## config.mk

```make
export PLATFORM = sky130hd
export DESIGN_NAME = three_level_ready_queue_with_aging
export DESIGN_NICKNAME = d
export VERILOG_FILES = /design/src/tlrq_pkg.sv /design/src/tlrq_ram.sv /design/src/three_level_ready_queue_with_aging.sv
export SDC_FILE = /design/constraint.sdc
export NUM_CORES = 2
export LEC_CHECK = 0
export BUFFER_PORTS_ARGS = -buffer_cell sky130_fd_sc_hd__buf_4
export CORE_ASPECT_RATIO = 1.4
export CORE_MARGIN = 8
export CORE_UTILIZATION = 40
export CTS_CLUSTER_DIAMETER = 50
export DETAILED_ROUTE_END_ITERATION = 8
export PLACE_DENSITY = 0.59
export SLEW_MARGIN = 30
export SYNTH_ARGS = -nofsm -noshare
export SYNTH_HDL_FRONTEND = slang
export SYNTH_MEMORY_MAX_BITS = 65536
export SYNTH_SLANG_ARGS = --single-unit
```

## constraint.sdc

```tcl
create_clock -name clk -period 7.25 [get_ports clk]
set_input_delay 0.725 -clock clk [delete_from_list [all_inputs] [get_ports clk]]
set_output_delay 0.725 -clock clk [all_outputs]
set_load 0.02 [all_outputs]
```

## src/tlrq_pkg.sv

```systemverilog
// Shared types and constants for the three-level ready queue scheduler.
`default_nettype none
package tlrq_pkg;

  // Operation codes carried in the input tuser
  typedef enum logic [2:0] {
    FN_ENQ_READY = 3'd0,
    FN_ENQ_SLEEP = 3'd1,
    FN_DEQUEUE   = 3'd2,
    FN_WAKE      = 3'd3,
    FN_AGE       = 3'd4
  } func_t;

  // Control sequencer states
  typedef enum logic [6:0] {
    S_IDLE  = 7'b0000001,
    S_NEXT  = 7'b0000010,
    S_EVAL  = 7'b0000100,
    S_PUSH1 = 7'b0001000,
    S_PUSH2 = 7'b0010000,
    S_SLEEP = 7'b0100000,
    S_DONE  = 7'b1000000
  } state_t;

  // Priority levels
  localparam logic [1:0] LVL_HIGH   = 2'd0;
  localparam logic [1:0] LVL_NORMAL = 2'd1;
  localparam logic [1:0] LVL_LOW    = 2'd2;

  // Configuration register indexes
  localparam logic [1:0] CFG_AGING_THR = 2'd0;
  localparam logic [1:0] CFG_SCAN_PER  = 2'd1;

  // Register reset values
  localparam logic [15:0] AGING_THR_RST = 16'd1000;
  localparam logic [15:0] SCAN_PER_RST  = 16'd50;

  // Level 3 folds onto low
  function automatic logic [1:0] clamp_level(input logic [1:0] p);
    logic [1:0] r;
    r = (p > LVL_LOW) ? LVL_LOW : p;
    return r;
  endfunction

endpackage
`default_nettype wire

```

## src/tlrq_ram.sv

```systemverilog
// Generic single-write, single-read RAM with registered read data.
`default_nettype none
module tlrq_ram #(
  parameter int WIDTH = 8,
  parameter int DEPTH = 64
) (
  input  wire logic                                   clk,
  input  wire logic                                   wr_en,
  input  wire logic [((DEPTH > 1) ? $clog2(DEPTH) : 1)-1:0] wr_addr,
  input  wire logic [WIDTH-1:0]                       wr_data,
  input  wire logic [((DEPTH > 1) ? $clog2(DEPTH) : 1)-1:0] rd_addr,
  output logic      [WIDTH-1:0]                       rd_data
);

  logic [WIDTH-1:0] mem_r [DEPTH];
  logic [WIDTH-1:0] rd_data_r;

  // Write port and registered read port
  always_ff @(posedge clk) begin
    if (wr_en) begin
      mem_r[wr_addr] <= wr_data;
    end
    rd_data_r <= mem_r[rd_addr];
  end

  assign rd_data = rd_data_r;

endmodule
`default_nettype wire

```

## src/three_level_ready_queue_with_aging.sv

```systemverilog
// Three-level ready queue thread scheduler with sleep list and aging scan.
//
// Input channel (in_*): one beat is one scheduler operation; in_tuser holds the
// operation code, in_tdata the thread, priority, wake time and current time.
// Result channel (out_*): exactly one beat per input beat, in order.
// Config channel (cfg_*): always ready; index 0 aging threshold, 1 scan period.
// Per-thread links, stamps, deadlines and levels live in four small RAMs with
// registered read data; queue heads and tails sit in flops.
// Wake and age walk their lists one node at a time through the link RAM,
// bounded by THREAD_COUNT nodes per list (age walks normal and low); one
// operation is in flight at a time.
// A new beat is taken while the previous result still waits in the output
// register; a stalled receiver holds the next result in the sequencer.
// Reset (synchronous, rst_n low) empties all queues and the sleep list,
// clears the last scan time and loads the register defaults. RAM contents
// are not cleared; entries are always written before a thread is linked.
`default_nettype none
module three_level_ready_queue_with_aging #(
  parameter int THREAD_COUNT = 64
) (
  input  wire logic        clk,
  input  wire logic        rst_n,
  // in_tdata: thread_id[5:0], priority_req[7:6], wake_time[39:8], now_ms[71:40]
  input  wire logic [71:0] in_tdata,
  // in_tuser: func[2:0]
  input  wire logic [2:0]  in_tuser,
  input  wire logic        in_tvalid,
  output logic             in_tready,
  // out_tdata: picked_thread[5:0], ready_empty[6], zero[7]
  output logic [7:0]       out_tdata,
  // out_tuser: found[0]
  output logic [0:0]       out_tuser,
  output logic             out_tvalid,
  input  wire logic        out_tready,
  input  wire logic        cfg_valid,
  output logic             cfg_ready,
  input  wire logic [1:0]  cfg_index,
  input  wire logic [15:0] cfg_data
);

  localparam int TW = (THREAD_COUNT > 1) ? $clog2(THREAD_COUNT) : 1;
  localparam int CW = $clog2(THREAD_COUNT + 1);

  // Input field split
  logic [5:0]  in_tid;
  logic [1:0]  in_prio;
  logic [31:0] in_wake;
  logic [31:0] in_now;
  assign in_tid  = in_tdata[5:0];
  assign in_prio = in_tdata[7:6];
  assign in_wake = in_tdata[39:8];
  assign in_now  = in_tdata[71:40];

  // Control state
  tlrq_pkg::state_t state_r, state_nxt;
  logic [2:0]  hv_r, hv_nxt, tv_r, tv_nxt;
  logic        sv_r, sv_nxt, cv_r, cv_nxt, pv_r, pv_nxt, nv_r, nv_nxt;
  logic        out_tvalid_r, out_tvalid_nxt;
  logic [31:0] last_scan_r, last_scan_nxt;
  logic [15:0] thr_r, thr_nxt, per_r, per_nxt;
  logic [CW-1:0] cnt_r, cnt_nxt;

  // Payload state
  tlrq_pkg::func_t op_r, op_nxt;
  logic [TW-1:0] tid_r, tid_nxt, cur_r, cur_nxt, prev_r, prev_nxt, nx_r, nx_nxt;
  logic [TW-1:0] sh_r, sh_nxt;
  logic [2:0][TW-1:0] head_r, head_nxt, tail_r, tail_nxt;
  logic [1:0]  lvl_r, lvl_nxt, mlvl_r, mlvl_nxt, plvl_r, plvl_nxt;
  logic [31:0] wake_r, wake_nxt, now_r, now_nxt;
  logic [TW-1:0] pick_r, pick_nxt;
  logic        found_r, found_nxt;
  logic [5:0]  out_pick_r, out_pick_nxt;
  logic        out_found_r, out_found_nxt, out_empty_r, out_empty_nxt;

  // RAM ports
  logic          lk_we, st_we, dl_we, lv_we;
  logic [TW-1:0] lk_wa;
  logic [TW:0]   lk_wd, lk_rd;
  logic [31:0]   st_rd, dl_rd;
  logic [1:0]    lv_rd;

  tlrq_ram #(.WIDTH(TW + 1), .DEPTH(THREAD_COUNT)) u_link (
    .clk(clk), .wr_en(lk_we), .wr_addr(lk_wa), .wr_data(lk_wd),
    .rd_addr(cur_r), .rd_data(lk_rd)
  );
  tlrq_ram #(.WIDTH(32), .DEPTH(THREAD_COUNT)) u_stamp (
    .clk(clk), .wr_en(st_we), .wr_addr(cur_r), .wr_data(now_r),
    .rd_addr(cur_r), .rd_data(st_rd)
  );
  tlrq_ram #(.WIDTH(32), .DEPTH(THREAD_COUNT)) u_deadline (
    .clk(clk), .wr_en(dl_we), .wr_addr(tid_r), .wr_data(wake_r),
    .rd_addr(cur_r), .rd_data(dl_rd)
  );
  tlrq_ram #(.WIDTH(2), .DEPTH(THREAD_COUNT)) u_level (
    .clk(clk), .wr_en(lv_we), .wr_addr(cur_r),
    .wr_data((state_r == tlrq_pkg::S_SLEEP) ? lvl_r : mlvl_r),
    .rd_addr(cur_r), .rd_data(lv_rd)
  );

  // Node test for the walk in progress
  logic        tid_ok;
  logic        hit;
  logic [31:0] age_diff;
  assign tid_ok   = 32'(in_tid) < 32'(THREAD_COUNT);
  assign age_diff = now_r - st_rd;
  assign hit = (op_r == tlrq_pkg::FN_WAKE) ? (now_r >= dl_rd)
             : ((st_rd != 32'd0) && (age_diff >= {16'd0, thr_r}));

  // Sequencer
  always_comb begin
    state_nxt      = state_r;
    hv_nxt         = hv_r;
    tv_nxt         = tv_r;
    sv_nxt         = sv_r;
    cv_nxt         = cv_r;
    pv_nxt         = pv_r;
    nv_nxt         = nv_r;
    out_tvalid_nxt = out_tvalid_r && !out_tready;
    last_scan_nxt  = last_scan_r;
    thr_nxt        = thr_r;
    per_nxt        = per_r;
    cnt_nxt        = cnt_r;
    op_nxt         = op_r;
    tid_nxt        = tid_r;
    cur_nxt        = cur_r;
    prev_nxt       = prev_r;
    nx_nxt         = nx_r;
    sh_nxt         = sh_r;
    head_nxt       = head_r;
    tail_nxt       = tail_r;
    lvl_nxt        = lvl_r;
    mlvl_nxt       = mlvl_r;
    plvl_nxt       = plvl_r;
    wake_nxt       = wake_r;
    now_nxt        = now_r;
    pick_nxt       = pick_r;
    found_nxt      = found_r;
    out_pick_nxt   = out_pick_r;
    out_found_nxt  = out_found_r;
    out_empty_nxt  = out_empty_r;
    lk_we = 1'b0;
    lk_wa = cur_r;
    lk_wd = '0;
    st_we = 1'b0;
    dl_we = 1'b0;
    lv_we = 1'b0;
    in_tready = (state_r == tlrq_pkg::S_IDLE);

    unique case (state_r)
      tlrq_pkg::S_IDLE: begin
        if (in_tvalid) begin
          op_nxt    = tlrq_pkg::func_t'(in_tuser);
          tid_nxt   = TW'(in_tid);
          lvl_nxt   = tlrq_pkg::clamp_level(in_prio);
          wake_nxt  = in_wake;
          now_nxt   = in_now;
          pick_nxt  = '0;
          found_nxt = 1'b0;
          pv_nxt    = 1'b0;
          cnt_nxt   = '0;
          state_nxt = tlrq_pkg::S_DONE;
          case (in_tuser)
            tlrq_pkg::FN_ENQ_READY: begin
              if (tid_ok) begin
                cur_nxt   = TW'(in_tid);
                mlvl_nxt  = tlrq_pkg::clamp_level(in_prio);
                state_nxt = tlrq_pkg::S_PUSH1;
              end
            end
            tlrq_pkg::FN_ENQ_SLEEP: begin
              if (tid_ok) begin
                cur_nxt   = TW'(in_tid);
                state_nxt = tlrq_pkg::S_SLEEP;
              end
            end
            tlrq_pkg::FN_DEQUEUE: begin
              if (hv_r[tlrq_pkg::LVL_HIGH]) begin
                plvl_nxt = tlrq_pkg::LVL_HIGH;
              end else if (hv_r[tlrq_pkg::LVL_NORMAL]) begin
                plvl_nxt = tlrq_pkg::LVL_NORMAL;
              end else begin
                plvl_nxt = tlrq_pkg::LVL_LOW;
              end
              cur_nxt = head_r[plvl_nxt];
              cv_nxt  = 1'b1;
              if (hv_r != 3'b000) begin
                state_nxt = tlrq_pkg::S_NEXT;
              end
            end
            tlrq_pkg::FN_WAKE: begin
              cur_nxt   = sh_r;
              cv_nxt    = sv_r;
              state_nxt = tlrq_pkg::S_NEXT;
            end
            tlrq_pkg::FN_AGE: begin
              if ((in_now - last_scan_r) >= {16'd0, per_r}) begin
                last_scan_nxt = in_now;
                plvl_nxt  = tlrq_pkg::LVL_NORMAL;
                cur_nxt   = head_r[tlrq_pkg::LVL_NORMAL];
                cv_nxt    = hv_r[tlrq_pkg::LVL_NORMAL];
                state_nxt = tlrq_pkg::S_NEXT;
              end
            end
            default: state_nxt = tlrq_pkg::S_DONE;
          endcase
        end
      end

      // Launch the read of the current node, move an age scan from normal to low, or close the walk
      tlrq_pkg::S_NEXT: begin
        if (cv_r && (cnt_r < CW'(THREAD_COUNT))) begin
          state_nxt = tlrq_pkg::S_EVAL;
        end else if (op_r == tlrq_pkg::FN_AGE && plvl_r == tlrq_pkg::LVL_NORMAL) begin
          plvl_nxt = tlrq_pkg::LVL_LOW;
          cur_nxt  = head_r[tlrq_pkg::LVL_LOW];
          cv_nxt   = hv_r[tlrq_pkg::LVL_LOW];
          pv_nxt   = 1'b0;
          cnt_nxt  = '0;
        end else begin
          state_nxt = tlrq_pkg::S_DONE;
        end
      end

      // Node data is back: pop, unlink or step on
      tlrq_pkg::S_EVAL: begin
        nx_nxt  = lk_rd[TW-1:0];
        nv_nxt  = lk_rd[TW];
        cnt_nxt = cnt_r + CW'(1);
        if (op_r == tlrq_pkg::FN_DEQUEUE) begin
          head_nxt[plvl_r] = lk_rd[TW-1:0];
          hv_nxt[plvl_r]   = lk_rd[TW];
          if (!lk_rd[TW]) begin
            tv_nxt[plvl_r] = 1'b0;
          end
          pick_nxt  = cur_r;
          found_nxt = 1'b1;
          state_nxt = tlrq_pkg::S_DONE;
        end else if (hit) begin
          if (!pv_r) begin
            if (op_r == tlrq_pkg::FN_WAKE) begin
              sh_nxt = lk_rd[TW-1:0];
              sv_nxt = lk_rd[TW];
            end else begin
              head_nxt[plvl_r] = lk_rd[TW-1:0];
              hv_nxt[plvl_r]   = lk_rd[TW];
            end
          end else begin
            lk_we = 1'b1;
            lk_wa = prev_r;
            lk_wd = lk_rd;
          end
          if (op_r == tlrq_pkg::FN_AGE && tv_r[plvl_r] && tail_r[plvl_r] == cur_r) begin
            tail_nxt[plvl_r] = prev_r;
            tv_nxt[plvl_r]   = pv_r;
          end
          mlvl_nxt = (op_r == tlrq_pkg::FN_WAKE) ? tlrq_pkg::clamp_level(lv_rd)
                                                 : tlrq_pkg::LVL_HIGH;
          state_nxt = tlrq_pkg::S_PUSH1;
        end else begin
          prev_nxt  = cur_r;
          pv_nxt    = 1'b1;
          cur_nxt   = lk_rd[TW-1:0];
          cv_nxt    = lk_rd[TW];
          state_nxt = tlrq_pkg::S_NEXT;
        end
      end

      // Fresh entry: level, stamp, no successor
      tlrq_pkg::S_PUSH1: begin
        lk_we = 1'b1;
        lk_wa = cur_r;
        lk_wd = '0;
        st_we = 1'b1;
        lv_we = 1'b1;
        state_nxt = tlrq_pkg::S_PUSH2;
      end

      // Append at the tail of the target level
      tlrq_pkg::S_PUSH2: begin
        if (tv_r[mlvl_r]) begin
          lk_we = 1'b1;
          lk_wa = tail_r[mlvl_r];
          lk_wd = {1'b1, cur_r};
        end else begin
          head_nxt[mlvl_r] = cur_r;
          hv_nxt[mlvl_r]   = 1'b1;
        end
        tail_nxt[mlvl_r] = cur_r;
        tv_nxt[mlvl_r]   = 1'b1;
        if (op_r == tlrq_pkg::FN_ENQ_READY) begin
          state_nxt = tlrq_pkg::S_DONE;
        end else begin
          cur_nxt   = nx_r;
          cv_nxt    = nv_r;
          state_nxt = tlrq_pkg::S_NEXT;
        end
      end

      // Push onto the front of the sleep list; cur_r holds the thread here
      tlrq_pkg::S_SLEEP: begin
        cur_nxt = tid_r;
        lk_we = 1'b1;
        lk_wa = tid_r;
        lk_wd = {sv_r, sh_r};
        dl_we = 1'b1;
        lv_we = 1'b1;
        sh_nxt = tid_r;
        sv_nxt = 1'b1;
        state_nxt = tlrq_pkg::S_DONE;
      end

      // Hand the result to the output register
      tlrq_pkg::S_DONE: begin
        if (!out_tvalid_r || out_tready) begin
          out_tvalid_nxt = 1'b1;
          out_pick_nxt   = 6'(pick_r);
          out_found_nxt  = found_r;
          out_empty_nxt  = (hv_r == 3'b000);
          state_nxt      = tlrq_pkg::S_IDLE;
        end
      end

      default: state_nxt = tlrq_pkg::S_IDLE;
    endcase

    // Configuration writes
    if (cfg_valid) begin
      case (cfg_index)
        tlrq_pkg::CFG_AGING_THR: thr_nxt = cfg_data;
        tlrq_pkg::CFG_SCAN_PER:  per_nxt = cfg_data;
        default: ;
      endcase
    end
  end

  // Control registers
  always_ff @(posedge clk) begin
    if (!rst_n) begin
      state_r      <= tlrq_pkg::S_IDLE;
      hv_r         <= '0;
      tv_r         <= '0;
      sv_r         <= 1'b0;
      cv_r         <= 1'b0;
      pv_r         <= 1'b0;
      nv_r         <= 1'b0;
      out_tvalid_r <= 1'b0;
      last_scan_r  <= '0;
      thr_r        <= tlrq_pkg::AGING_THR_RST;
      per_r        <= tlrq_pkg::SCAN_PER_RST;
      cnt_r        <= '0;
    end else begin
      state_r      <= state_nxt;
      hv_r         <= hv_nxt;
      tv_r         <= tv_nxt;
      sv_r         <= sv_nxt;
      cv_r         <= cv_nxt;
      pv_r         <= pv_nxt;
      nv_r         <= nv_nxt;
      out_tvalid_r <= out_tvalid_nxt;
      last_scan_r  <= last_scan_nxt;
      thr_r        <= thr_nxt;
      per_r        <= per_nxt;
      cnt_r        <= cnt_nxt;
    end
  end

  // Payload registers
  always_ff @(posedge clk) begin
    op_r        <= op_nxt;
    tid_r       <= tid_nxt;
    cur_r       <= cur_nxt;
    prev_r      <= prev_nxt;
    nx_r        <= nx_nxt;
    sh_r        <= sh_nxt;
    head_r      <= head_nxt;
    tail_r      <= tail_nxt;
    lvl_r       <= lvl_nxt;
    mlvl_r      <= mlvl_nxt;
    plvl_r      <= plvl_nxt;
    wake_r      <= wake_nxt;
    now_r       <= now_nxt;
    pick_r      <= pick_nxt;
    found_r     <= found_nxt;
    out_pick_r  <= out_pick_nxt;
    out_found_r <= out_found_nxt;
    out_empty_r <= out_empty_nxt;
  end

  assign out_tvalid = out_tvalid_r;
  assign out_tdata  = {1'b0, out_empty_r, out_pick_r};
  assign out_tuser  = out_found_r;
  assign cfg_ready  = 1'b1;

  // A taken beat closes the input until the operation is finished
  a_one_in_flight: assert property (@(posedge clk) disable iff (!rst_n)
    (in_tvalid && in_tready) |=> !in_tready)
    else $error("input accepted while an operation is in flight");

  // A new result appears only from the finishing state
  a_result_source: assert property (@(posedge clk) disable iff (!rst_n)
    (out_tvalid && !$past(out_tvalid && !out_tready)) |-> $past(state_r == tlrq_pkg::S_DONE))
    else $error("result loaded outside the finishing state");

  // A list walk never runs past the thread count
  a_walk_bound: assert property (@(posedge clk) disable iff (!rst_n)
    cnt_r <= CW'(THREAD_COUNT))
    else $error("list walk exceeded the thread count");

endmodule
`default_nettype wire
```

==> results.yml <==
clock_tree:
  clkSlewWorstSetupHoldPaths_ns: 0.07
  cts_buffers: 452
  cts_tree: "done"
  clockBufferDepth: 4
  clock_latency_ns: 1.06
  htree_levels: 5
  cts.sinks: 4988
  root_buffer: "clkbuf_16"
  cts_setup_buffers: 0
timing:
  setup_viol: 0
  max_slew_margin_pct: 18.9
  maxSlewViolCount: 0
  fin_crit_sh_pct: 93.6
  setup_ws_ns: 0.464
  rsz0062_at_grt: "yes"
  fmaxAchievable_mhz: 147
  fin_worst_skew_ns: 0.102
  fin_crit_ns: 6.79
  hold_ws_ns: 0.105
  worst_pin_slew_ns: 1.20
  hold_viol_final: 0
worst_hold_path:
  hold_path_class: "in -> reg"
yosys:
  synthArstFlopShare_pct: 0
  syn_avg_cell_area_sq_um: 17.4
  syn-cell-area_sq_um: 185000
  yosysWarnings: 0
  ys_seq_area_share_pct: 80.0
  synth_ff_type: "edfxtp_1"
  synth-edff-count: 4826
  yosysUniqueCellTypes: 86
  syn-num-nets: 10800
  synth_seq_cells: 4988
  syn_inst: 10600
setup_path:
  cp.required_ns: 7.88
  crit_fanout: 8
  crit_start: "now_r[0]$_DFFE_PP_"
  reg2reg_depth: 23
  rr_endpoint: "u_link.mem_r[62][6]$_DFFE_PP_"
  r2r-start: "now_r[0]$_DFFE_PP_"
  critPathLaunchType: "flop"
  cp-end-kind: "flop"
  r2r_slack_ns: 0.46
  crit_end: "u_link.mem_r[62][6]$_DFFE_PP_"
  cp.arrival_ns: 7.41
  path_class: "reg -> reg"
global_route:
  antenna_found_initial: 50
  grt_pass1_vias: 109000
  grtUsageTotal_pct: 24.7
  grt_pass1_wl_microns: 860000
  grt_max_degree: 101
  overflow: 0
finish:
  layout_commonest_cell: "edfxtp_1"
  drive_above_1_share_pct: 13.4
  area_growth_syn_to_layout_pct: 15.4
  layout_common_cells: "4826 x edfxtp_1, 1578 x a22oi_1, 540 x buf_4"
  fin_util_pct: 46.4
  layout.nets: 11300
floorplan:
  pin_count: 110
  row_count: 295
  dieHeight_microns: 821
  die_w_microns: 591
  design.core.area_sq_um: 461000
  dieArea_sq_um: 485000
  start_util_pct: 40.2
drt:
  drt_wl_total_microns: 627000
  dr.pass1.iters: 8
  drcViolationCount: 0
  wl_per_cell_microns: 35.6
  drtAntennaViolNets: 0
  vias: 112000
  vias_per_cell: 6.34
  first_iter_violations: 15200
place:
  portBuffers: 107
  dp_slack_ns: 0.462
  dp_hpwl_microns: 374000
  gp_congestion: 0.892
power_and_ir_drop:
  vdd_drop_max_mv: 0.239
  power-per-cell-area_nw_per_um2: 359
  finalPower_w: 0.0768
  power_leakage_nw: 64.8
outcome:
  outcome: "completed"
flow_run:
  maxCapViolCount: 0
-- cells in the mapped netlist (all sizes together) (127+ instances only) --
library cell | number | share of area (%)
nand2 | 239 | 0.48
ha | 127 | 0.86
a22o | 418 | 2.0
a22oi | 1578 | 6.4
clkbuf | 584 | 1.2
edfxtp | 4826 | 78
inv | 153 | 0.31
a221oi | 386 | 1.8
nor2 | 382 | 0.78
a21oi | 210 | 0.58
a31oi | 398 | 1.3
dfxtp | 162 | 1.8
-- cell type report --
cell class	instances	area [sq um]
tap	6088	7620
timing repair buffer	732	7330
antenna	57	143
multi-input combinational	4778	35000
clock buffer	533	11900
fill	38400	247000
inverter	154	583
sequential	4988	148000
clock inverter	295	3020
-- per-stage QoR --
stage | cell area, sq um | TNS (ns) | std cells
2_1_floorplan | 185000 | 0 | 10600
3_3_place_gp | 196000 | 0 | 16600
3_5_place_dp | 198000 | 0 | 16600
4_1_cts | 214000 | 0 | 17600
5_1_grt | 214000 | -2.66 | 17600
6_report | 214000 | 0 | 17600
-- where the power goes --
part / internal (W) / switching, W
Sequential: 0.0337 / 0.000457
Clock: 0.0135 / 0.0108
Combinational: 0.00494 / 0.0134
-- flip-flops by register name (all words and copies together), names as in the netlist, 16 cells and up --
| register | count |
|---|---|
| head_r | 18 |
| last_scan_r | 32 |
| now_r | 32 |
| per_r | 16 |
| tail_r | 18 |
| thr_r | 16 |
| u_deadline.mem_r | 2048 |
| u_deadline.rd_data | 32 |
| u_level.mem_r | 128 |
| u_link.mem_r | 448 |
| u_stamp.mem_r | 2048 |
| u_stamp.rd_data | 32 |
| wake_r | 32 |
-- per-layer routing --
layer	routed length, microns	up-vias	share of wire [%]	GRT usage, %
met4	33200	20	5.3	11.4
met1	223000	58100	36	30.4
met2	313000	6883	50	42.5
met5	127	-	0.020	0
met3	57200	1344	9.1	4.15
li1	-	45400	-	-
-- cells by family after synthesis --
kind of cell | Yosys count | share of synthesized area, %
DFF | 4988 | 80.0
muxes | 64 | 0.349
buffers and inverters | 851 | 1.74
other | 2 | 0.00405
xor gates and xnor gates | 48 | 0.227
AOI/OAI and AO/OA | 3395 | 13.8
and+or+nand+nor | 1140 | 3.01
adders and majority gates | 129 | 0.879
-- worst min path at each step --
| stage | start | end | slack [ns] | cells past startpoint |
|---|---|---|---|---|
| final | in_tuser[0] | op_r[0]$_DFFE_PP_ | 0.10 | 1 |
| after global routing | in_tuser[0] | op_r[0]$_DFFE_PP_ | 0.06 | 1 |
| after global placement | pick_r[1]$_SDFFCE_PN0P_ | out_pick_r[1]$_DFFE_PP_ | 0.42 | 0 |
| after CTS | in_tuser[0] | op_r[0]$_DFFE_PP_ | 0.008 | 1 |
| after detailed placement | found_r$_DFFE_PP_ | out_tuser$_DFFE_PP_ | 0.41 | 0 |
| after floorplan | pick_r[0]$_SDFFCE_PN0P_ | out_pick_r[0]$_DFFE_PP_ | 0.40 | 0 |
-- timing repair --
item / in CTS / in global routing
hold endpoints to repair: 121 / 0
hold buffers: 89 / 0
gates resized for setup: 0 / 2
endpoints found under the setup margin: 0 / 56
-- worst max-delay path: stages (launching register included) --
cell      delay, ns
edfxtp_1       0.40
inv_1          0.08
ha_1           0.23
fa_1           0.40
nand2b_1       0.19
a211oi_1       0.38
o31ai_1        0.19
nand2b_1       0.15
a21o_1         0.15
xor2_1         0.16
ha_1           0.26
nor2b_1        0.13
o21ai_0        0.18
o211ai_1       0.11
or3_1          0.30
or4_1          0.44
nor4_1         0.25
nand4_1        0.19
buf_4          0.23
o211ai_4       0.34
mux2i_1        0.15
a21oi_2        0.44
nand3_1        0.44
nor2_1         0.60
Power figures use the tool's default switching activity.
